### src/hdl/adnp_pkg.sv
// ----------------------------------------------------------------------------
// adnp_pkg
// shared types, constants and tables for the ascii decimal number parser
// ----------------------------------------------------------------------------
`default_nettype none

package adnp_pkg;

  // line length and output scaling
  localparam int LINE_LIMIT = 6;
  localparam int FRAC_BITS  = 16;

  // accumulator and field widths
  localparam int CNT_W   = $clog2(LINE_LIMIT);
  localparam int INT_W   = 17;
  localparam int FRAC_W  = 14;
  localparam int FDIG_W  = 3;
  localparam int VALUE_W = 34;
  localparam int MAG_W   = INT_W + FRAC_BITS;
  localparam int RECIP_W = FRAC_BITS + 11;
  localparam int PROD1_W = FRAC_W + RECIP_W;
  localparam int PROD2_W = FRAC_BITS + FRAC_W;

  localparam logic [FDIG_W-1:0] FRAC_DIG_MAX = 3'd4;
  localparam logic [20:0]       INT_ACC_MAX  = 21'd131071;
  localparam logic [63:0]       MAG_MAX      = 64'h1_FFFF_FFFF;

  // character codes
  localparam logic [7:0] CH_NL    = 8'd10;
  localparam logic [7:0] CH_MINUS = 8'h2D;
  localparam logic [7:0] CH_DOT   = 8'h2E;
  localparam logic [7:0] CH_COMMA = 8'h2C;
  localparam logic [7:0] CH_ZERO  = 8'h30;
  localparam logic [7:0] CH_NINE  = 8'h39;

  // floor(2^(FRAC_BITS+14) / 10^k)
  localparam logic [63:0] RECIP_1 = (64'd1 << (FRAC_BITS + FRAC_W)) / 64'd10;
  localparam logic [63:0] RECIP_2 = (64'd1 << (FRAC_BITS + FRAC_W)) / 64'd100;
  localparam logic [63:0] RECIP_3 = (64'd1 << (FRAC_BITS + FRAC_W)) / 64'd1000;
  localparam logic [63:0] RECIP_4 = (64'd1 << (FRAC_BITS + FRAC_W)) / 64'd10000;

  // finished line handed to the scaling pipeline
  typedef struct packed {
    logic [INT_W-1:0]  int_acc;
    logic [FRAC_W-1:0] frac_acc;
    logic [FDIG_W-1:0] frac_dig;
    logic              negative;
    logic              err;
  } line_t;

  function automatic logic [RECIP_W-1:0] recip(input logic [FDIG_W-1:0] dig);
    logic [RECIP_W-1:0] r;
    case (dig)
      3'd1:    r = RECIP_1[RECIP_W-1:0];
      3'd2:    r = RECIP_2[RECIP_W-1:0];
      3'd3:    r = RECIP_3[RECIP_W-1:0];
      3'd4:    r = RECIP_4[RECIP_W-1:0];
      default: r = '0;
    endcase
    return r;
  endfunction

  function automatic logic [FRAC_W-1:0] pow10(input logic [FDIG_W-1:0] dig);
    logic [FRAC_W-1:0] p;
    case (dig)
      3'd1:    p = 14'd10;
      3'd2:    p = 14'd100;
      3'd3:    p = 14'd1000;
      3'd4:    p = 14'd10000;
      default: p = 14'd1;
    endcase
    return p;
  endfunction

endpackage

`default_nettype wire

### src/hdl/adnp_parser.sv
// ----------------------------------------------------------------------------
// adnp_parser
// input register and per-character parse state; emits a line record on newline
// ----------------------------------------------------------------------------
`default_nettype none

module adnp_parser import adnp_pkg::*; (
  input  logic        clk,
  input  logic        rst,
  input  logic        in_valid,
  output logic        in_ready,
  input  logic [7:0]  char_in,
  output logic        snap_valid,
  input  logic        snap_ready,
  output line_t       snap
);

  logic             i_valid;
  logic [7:0]       i_char;

  logic [INT_W-1:0]  int_acc, int_acc_next;
  logic [FRAC_W-1:0] frac_acc, frac_acc_next;
  logic [FDIG_W-1:0] frac_dig, frac_dig_next;
  logic              in_frac, in_frac_next;
  logic              negative, negative_next;
  logic [CNT_W-1:0]  cnt, cnt_next;
  logic              line_ok, line_ok_next;
  logic              point_ok, point_ok_next;
  logic              sign_ok, sign_ok_next;

  logic              is_nl, is_digit, is_point;
  logic [3:0]        digit;
  logic [20:0]       int_ten;
  logic [FRAC_W-1:0] frac_ten;
  logic              snap_free, i_move;

  assign is_nl    = (i_char == CH_NL);
  assign is_digit = (i_char >= CH_ZERO) && (i_char <= CH_NINE);
  assign is_point = (i_char == CH_DOT) || (i_char == CH_COMMA);
  assign digit    = i_char[3:0];
  assign int_ten  = {4'b0, int_acc} * 21'd10 + {17'b0, digit};
  assign frac_ten = frac_acc * 14'd10 + {10'b0, digit};

  assign snap_free = !snap_valid || snap_ready;
  assign i_move    = i_valid && (!is_nl || snap_free);
  assign in_ready  = !i_valid || i_move;

  always_comb begin
    int_acc_next  = int_acc;
    frac_acc_next = frac_acc;
    frac_dig_next = frac_dig;
    in_frac_next  = in_frac;
    negative_next = negative;
    cnt_next      = cnt;
    line_ok_next  = line_ok;
    point_ok_next = point_ok;
    sign_ok_next  = sign_ok;
    if (i_move) begin
      if (is_nl) begin
        int_acc_next  = '0;
        frac_acc_next = '0;
        frac_dig_next = '0;
        in_frac_next  = 1'b0;
        negative_next = 1'b0;
        cnt_next      = '0;
        line_ok_next  = 1'b1;
        point_ok_next = 1'b1;
        sign_ok_next  = 1'b1;
      end else if (i_char == CH_MINUS && cnt == '0 && sign_ok) begin
        negative_next = 1'b1;
        sign_ok_next  = 1'b0;
        cnt_next      = cnt + CNT_W'(1);
      end else if (cnt < CNT_W'(LINE_LIMIT - 1)) begin
        if (is_point && point_ok && cnt != '0) begin
          in_frac_next  = 1'b1;
          point_ok_next = 1'b0;
          cnt_next      = cnt + CNT_W'(1);
        end else if (is_digit) begin
          if (!in_frac) begin
            int_acc_next = (int_ten > INT_ACC_MAX) ? '1 : int_ten[INT_W-1:0];
          end else if (frac_dig < FRAC_DIG_MAX) begin
            frac_acc_next = frac_ten;
            frac_dig_next = frac_dig + FDIG_W'(1);
          end
          cnt_next = cnt + CNT_W'(1);
        end else begin
          line_ok_next = 1'b0;
        end
      end
    end
  end

  always_ff @(posedge clk) begin
    if (rst) begin
      i_valid    <= 1'b0;
      snap_valid <= 1'b0;
      int_acc    <= '0;
      frac_acc   <= '0;
      frac_dig   <= '0;
      in_frac    <= 1'b0;
      negative   <= 1'b0;
      cnt        <= '0;
      line_ok    <= 1'b1;
      point_ok   <= 1'b1;
      sign_ok    <= 1'b1;
    end else begin
      if (in_ready) begin
        i_valid <= in_valid;
      end
      if (i_move && is_nl) begin
        snap_valid <= 1'b1;
      end else if (snap_ready) begin
        snap_valid <= 1'b0;
      end
      int_acc  <= int_acc_next;
      frac_acc <= frac_acc_next;
      frac_dig <= frac_dig_next;
      in_frac  <= in_frac_next;
      negative <= negative_next;
      cnt      <= cnt_next;
      line_ok  <= line_ok_next;
      point_ok <= point_ok_next;
      sign_ok  <= sign_ok_next;
    end
  end

  always_ff @(posedge clk) begin
    if (in_valid && in_ready) begin
      i_char <= char_in;
    end
    if (i_move && is_nl) begin
      snap.int_acc  <= int_acc;
      snap.frac_acc <= frac_acc;
      snap.frac_dig <= frac_dig;
      snap.negative <= negative;
      snap.err      <= !line_ok;
    end
  end

endmodule

`default_nettype wire

### src/hdl/adnp_scale.sv
// ----------------------------------------------------------------------------
// adnp_scale
// fraction to binary by reciprocal multiply with one-step correction,
// then merge, saturate, sign and output register
// ----------------------------------------------------------------------------
`default_nettype none

module adnp_scale import adnp_pkg::*; (
  input  logic                      clk,
  input  logic                      rst,
  input  logic                      snap_valid,
  output logic                      snap_ready,
  input  line_t                     snap,
  output logic                      out_valid,
  input  logic                      out_ready,
  output logic signed [VALUE_W-1:0] value_fixed,
  output logic                      status
);

  logic               b_valid;
  line_t              b_line;
  logic [PROD1_W-1:0] b_prod;

  logic                 c_valid;
  line_t                c_line;
  logic [FRAC_BITS-1:0] c_q0;
  logic [PROD2_W-1:0]   c_prod;

  logic                 o_free, c_move, c_free, b_move, b_free;
  logic [FRAC_BITS-1:0] q0;
  logic [PROD2_W-1:0]   scaled, rem, pdiv;
  logic                 corr;
  logic [FRAC_BITS-1:0] q;
  logic [MAG_W-1:0]     mag;
  logic [63:0]          mag_ext;
  logic [VALUE_W-1:0]   mag_sat, val;

  assign o_free     = !out_valid || out_ready;
  assign c_move     = c_valid && o_free;
  assign c_free     = !c_valid || c_move;
  assign b_move     = b_valid && c_free;
  assign b_free     = !b_valid || b_move;
  assign snap_ready = b_free;

  // first guess, at most one below the true quotient
  assign q0 = b_prod[FRAC_W +: FRAC_BITS];

  // remainder check and final value
  assign scaled  = {c_line.frac_acc, {FRAC_BITS{1'b0}}};
  assign pdiv    = PROD2_W'(pow10(c_line.frac_dig));
  assign rem     = scaled - c_prod;
  assign corr    = (rem >= pdiv);
  assign q       = c_q0 + FRAC_BITS'(corr);
  assign mag     = {c_line.int_acc, q};
  assign mag_ext = 64'(mag);
  assign mag_sat = (mag_ext > MAG_MAX) ? MAG_MAX[VALUE_W-1:0] : mag_ext[VALUE_W-1:0];
  assign val     = c_line.err ? '0 : (c_line.negative ? (~mag_sat + VALUE_W'(1)) : mag_sat);

  always_ff @(posedge clk) begin
    if (rst) begin
      b_valid   <= 1'b0;
      c_valid   <= 1'b0;
      out_valid <= 1'b0;
    end else begin
      if (b_free) begin
        b_valid <= snap_valid;
      end
      if (c_free) begin
        c_valid <= b_valid;
      end
      if (o_free) begin
        out_valid <= c_valid;
      end
    end
  end

  always_ff @(posedge clk) begin
    if (snap_valid && b_free) begin
      b_line <= snap;
      b_prod <= PROD1_W'(snap.frac_acc) * PROD1_W'(recip(snap.frac_dig));
    end
    if (b_move) begin
      c_line <= b_line;
      c_q0   <= q0;
      c_prod <= PROD2_W'(q0) * PROD2_W'(pow10(b_line.frac_dig));
    end
    if (c_move) begin
      value_fixed <= val;
      status      <= c_line.err;
    end
  end

endmodule

`default_nettype wire

### src/hdl/ascii_decimal_number_parser.sv
// ----------------------------------------------------------------------------
// ascii_decimal_number_parser
// ascii characters in, signed fixed-point number out, one result per line
// ----------------------------------------------------------------------------
// Takes one character item per cycle and builds a signed decimal number: a
// leading minus, integer digits, one '.' or ',' and fraction digits, with at
// most LINE_LIMIT-1 characters counted and later ones dropped. A newline ends
// the line and gives one result item: value_fixed is the number times
// 2^FRAC_BITS, truncated toward zero, saturated at magnitude 2^33-1, and
// status is 1 (with value zero) if the line held an invalid character. The
// block sustains one character every cycle; only a stalled output can stall
// the input. A newline's result reaches out_valid through the input register,
// parse and line capture, the fraction-times-reciprocal multiplier, the
// quotient-times-divisor check multiplier, and the output register, each
// one stage.
// ----------------------------------------------------------------------------
`default_nettype none

module ascii_decimal_number_parser import adnp_pkg::*; (
  input  logic                      clk,
  input  logic                      rst,
  input  logic                      in_valid,
  output logic                      in_ready,
  input  logic [7:0]                char_in,
  output logic                      out_valid,
  input  logic                      out_ready,
  output logic signed [VALUE_W-1:0] value_fixed,
  output logic                      status
);

  // finished line between parser and scaling pipeline
  logic  snap_valid;
  logic  snap_ready;
  line_t snap;

  // character parsing and per-line state
  adnp_parser u_parser (
    .clk        (clk),
    .rst        (rst),
    .in_valid   (in_valid),
    .in_ready   (in_ready),
    .char_in    (char_in),
    .snap_valid (snap_valid),
    .snap_ready (snap_ready),
    .snap       (snap)
  );

  // fraction conversion, sign and output register
  adnp_scale u_scale (
    .clk         (clk),
    .rst         (rst),
    .snap_valid  (snap_valid),
    .snap_ready  (snap_ready),
    .snap        (snap),
    .out_valid   (out_valid),
    .out_ready   (out_ready),
    .value_fixed (value_fixed),
    .status      (status)
  );

  // an error line always reports zero
  assert property (@(posedge clk) disable iff (rst)
    out_valid && status |-> value_fixed == '0)
    else $error("error line with nonzero value");

  // with the output stage empty nothing may hold back the input
  assert property (@(posedge clk) disable iff (rst)
    !out_valid |-> in_ready)
    else $error("input stalled with empty output");

  // saturation keeps the magnitude below 2^33
  assert property (@(posedge clk) disable iff (rst)
    out_valid |-> value_fixed != {1'b1, {(VALUE_W-1){1'b0}}})
    else $error("value beyond saturation range");

  // a line record waits only while the scaling pipeline is full
  assert property (@(posedge clk) disable iff (rst)
    snap_valid && !snap_ready |-> out_valid && !out_ready)
    else $error("line record stalled without output backpressure");

endmodule

`default_nettype wire

### config.mk
export PLATFORM = sky130hd
export DESIGN_NAME = ascii_decimal_number_parser
export DESIGN_NICKNAME = d
export VERILOG_FILES = /design/src/hdl/adnp_pkg.sv /design/src/hdl/adnp_parser.sv /design/src/hdl/adnp_scale.sv /design/src/hdl/ascii_decimal_number_parser.sv
export SDC_FILE = /design/constraint.sdc
export NUM_CORES = 1
export LEC_CHECK = 0
export BUFFER_PORTS_ARGS = -buffer_cell sky130_fd_sc_hd__buf_2
export CAP_MARGIN = 20
export CORE_ASPECT_RATIO = 0.7
export CORE_UTILIZATION = 65
export CTS_BUF_LIST = sky130_fd_sc_hd__clkbuf_8
export DETAILED_ROUTE_END_ITERATION = 12
export PLACE_DENSITY = 0.79
export SLEW_MARGIN = 5
export SYNTH_ARGS = -nofsm -noshare
export SYNTH_HDL_FRONTEND = slang
export SYNTH_SLANG_ARGS = --single-unit
### constraint.sdc
create_clock -name clk -period 18.1 [get_ports clk]
set_input_delay 4.525 -clock clk [delete_from_list [all_inputs] [get_ports clk]]
set_output_delay 4.525 -clock clk [all_outputs]
set_load 0.1 [all_outputs]
==> results summary <==
The flow ran to the end, and the final reports show no timing, DRC or antenna violations. The fmax is 93.2 MHz. The combinational family with the most area after synthesis is adder cells. Summing the sequential cell areas from Yosys gives 27.7% of the chip area. The per-instance average area after synthesis came out at 10.3 sq um. The number of antenna diodes is 0. The floorplan step set the die width to 243 microns. The kind of end point of the critical path is an output port. The pin count of the biggest net entering global routing is 83.

After detailed routing, the number of vias per cell comes to 5.75. Pin placement for this block handled 49 I/O pins. The cell area after synthesis is 26500 sq um. The wire length of the first global-routing pass is 98800 microns. The post-synthesis xor/xnor area fraction is 5.39%. The required arrival time at the worst endpoint came out at 13.57 ns. The biggest area contributor in the post-synthesis netlist is sky130_fd_sc_hd__fa_1. The die outline height came out at 171 microns. The post-route netlist has 6.19% of its cells at a drive strength greater than 1. After clock tree synthesis, the repair step resized 0 gates. The number of DRC violations after detailed routing came out at 0.

The final weighted congestion of routability-driven global placement came out at 0.996. The standard cell core area came out at 39900 sq um. The share of synthesized cell area in full adder, half adder and majority cells is 38.8%. The initial detailed-routing violation count came out at 1515. The portion of synthesized cell area occupied by the leading cell type is 24.8%. Synthesis produced a netlist with a net count of 3205. The final number of max-transition violations is 0. At the pin with the least slew margin, the transition time is 1.09 ns.

The clock transition at the register clock pins on the worst setup and hold paths after CTS is 0.07 ns. The number of synthesis warnings is 0. The area growth from synthesis to layout came out at 6.29%.

Wires add up to 60700 microns. Yosys attributes the largest share of cell area to sky130_fd_sc_hd__fa_1 25%, sky130_fd_sc_hd__edfxtp_1 24%, sky130_fd_sc_hd__ha_1 14%. The initial antenna violation count came out at 0.

Counting the buffers created by CTS gives 39. The power density over the cells is 40.5 nW/um^2. The largest voltage drop on the vdd net came out at 0.0809 mV. The row count is 61. Of all nets on the critical path, the largest fanout is 5. The HPWL after detailed placement came out at 49900 microns. For this run, the total global-route usage over all layers was measured as 30.6%. The most used flip-flop cell after synthesis is sky130_fd_sc_hd__edfxtp_1. The number of setup buffers added after CTS is 0. The final-report hold violation count is 0. The tree is rooted in a sky130_fd_sc_hd__clkbuf_8. The initial core utilization is 66.4%. Max-cap violations in this run came to 0. The leakage power total is 14.2 nW. Setup violations remaining at the end of the flow were counted as 0. In the layout the commonest cells are 488 x sky130_fd_sc_hd__inv_1, 328 x sky130_fd_sc_hd__fa_1, 298 x sky130_fd_sc_hd__ha_1.

STA classifies the critical path startpoint as an input port. The number of nets with antenna violations after detailed routing is 0. Clock tree synthesis found a total of 260 sinks.

The number of enable flip-flop cells after synthesis came out at 213. Of the total synthesized cell area, the portion taken by AND, OR, NAND and NOR gates is 13.3%. Setup total negative slack on the finished layout was measured at 0 ns.

The final clock skew came out at 0.0285 ns. The number of hold buffers added after CTS came out at 0. The data arrival time of the critical path is 6.21 ns. The tightest slew margin relative to the limit is 27.0%. TritonCTS built the clock tree.

After synthesis, the share of flip-flops with an asynchronous set or reset is 0%. The H-tree generated during clock tree synthesis spans 2 levels. The number of fill cells in the layout is 2892. The final critical-path share of the clock period is 59.3%.

The clock period minus worst slack came out at 10.73 ns. The area fraction in compound gates after synthesis is 7.01%. The distinct cell type count of the synthesized netlist is 67. Port buffering added 48 buffers. The clock tree buffer depth is 3. The post-route core utilization is 70.6%. The number of nets at the end of the flow came out at 3260. The clock latency of the later-clocked register in the worst-skew pair came out at 0.58 ns. The post-synthesis mux area share is 0.349%.

The iteration count of the initial detailed-routing pass is 6. The average wire length per cell after detail routing is 19.1 microns. The cell count after synthesis came out at 2567.

Setup repair after global routing left no endpoint under its margin. The critical path class is in2out. The path class of the tightest hold or removal check is reg2reg. The via count of the routed design came out at 18.3k. The library cell used most frequently in the layout, excluding fill and tap cells, is sky130_fd_sc_hd__inv_1.

The total congestion overflow after global routing is 0. The flip-flop and latch count after synthesis came out at 260. The die footprint came out at 41600 sq um.

The number of global-route vias before repair is 18.7k.
==> state kept, by name, indices dropped and copies added, names as in the netlist, 3 cells and up <==
signal and count:
u_parser.snap 36, u_scale.b_line 36, u_scale.c_line 36, u_scale.value_fixed 34
u_scale.c_prod 30, u_parser.int_acc 17, u_scale.b_prod 16, u_scale.c_q0 16
u_parser.frac_acc 14, u_parser.i_char 8, u_parser.cnt 3, u_parser.frac_dig 3
==> synth_stat cells (all sizes together) (8+ instances only) <==
library cell	instances
nor3	57
o211ai	14
clkbuf	41
ha	298
dfxtp	47
xor2	58
or2	38
nand2	170
a21oi	78
a21boi	8
edfxtp	213
a22oi	9
a21o	22
or3	18
nor2b	42
nor2	157
o21ai	62
and3	22
o21a	16
fa	328
a221o	9
inv	473
nor4	9
o21bai	14
nand2b	30
and2	75
nand3	39
nand4	15
nor3b	9
xnor2	105
==> worst max-delay path: stages <==
cell	delay [ns]
sky130_fd_sc_hd__buf_2	0.10
sky130_fd_sc_hd__nor2b_1	0.30
sky130_fd_sc_hd__and2_1	0.38
sky130_fd_sc_hd__nand3_1	0.20
sky130_fd_sc_hd__nor2_1	0.31
sky130_fd_sc_hd__inv_1	0.10
sky130_fd_sc_hd__buf_2	0.30
==> logic make-up after synthesis <==
logic type | count (synthesis)
AOI/OAI and AO/OA | 284
xor gates and xnor gates | 163
adders and majority gates | 626
buffers and inverters | 521
DFF | 260
muxes | 9
and+or+nand+nor | 704
==> where the power goes <==
group          switching [W]  internal [W]  total (W)
clock network       0.000231      0.000253   0.000484
logic             0.00000887    0.00000563  0.0000145
registers         0.00000216      0.000640   0.000643
total               0.000242      0.000899    0.00114
==> metrics by stage <==
| stage | instance area [sq um] | std cells | hold WS, ns | power (W) | setup WS, ns |
|---|---|---|---|---|---|
| 2_1_floorplan | 26500 | 2567 | 0.400 | 0.000665 | 8.03 |
| 3_3_place_gp | 27400 | 3113 | 0.402 | 0.000669 | 7.40 |
| 3_5_place_dp | 27400 | 3113 | 0.405 | 0.000670 | 7.38 |
| 4_1_cts | 28100 | 3182 | 0.410 | 0.00115 | 7.36 |
| 5_1_grt | 28200 | 3185 | 0.420 | 0.00118 | 7.25 |
| 6_report | 28200 | 3185 | 0.413 | 0.00114 | 7.37 |
==> layer usage <==
metal	GRT usage [%]	routed length, microns
met5	0	0
met3	8.42	6080
met1	46.4	28400
met4	3.94	455
met2	44.9	25700
==> final timing paths <==
path | from | to | slack (ns) | cells past startpoint
hold reg to reg | u_scale.b_line[7]$_DFFE_PP_ | u_scale.c_line[7]$_DFFE_PP_ | 0.41 | 0
setup / recovery | out_ready | in_ready | 7.37 | 7
setup reg to reg | u_scale.c_prod[5]$_DFFE_PP_ | u_scale.value_fixed[31]$_SDFFCE_PP0P_ | 9.93 | 25
hold / removal | u_scale.b_line[7]$_DFFE_PP_ | u_scale.c_line[7]$_DFFE_PP_ | 0.41 | 0
==> layout make-up <==
| class | count | area [sq um] | share of cell area [%] |
|---|---|---|---|
| sequential | 260 | 7340 | 26.0 |
| timing repair buffer | 62 | 373 | 1.32 |
| clock buffer | 44 | 606 | 2.15 |
| tap | 535 | 669 | 2.38 |
| inverter | 473 | 1780 | 6.30 |
| multi-input combinational | 1786 | 17300 | 61.2 |
| clock inverter | 25 | 164 | 0.582 |
Note: power is estimated with default switching activity, not from simulation.
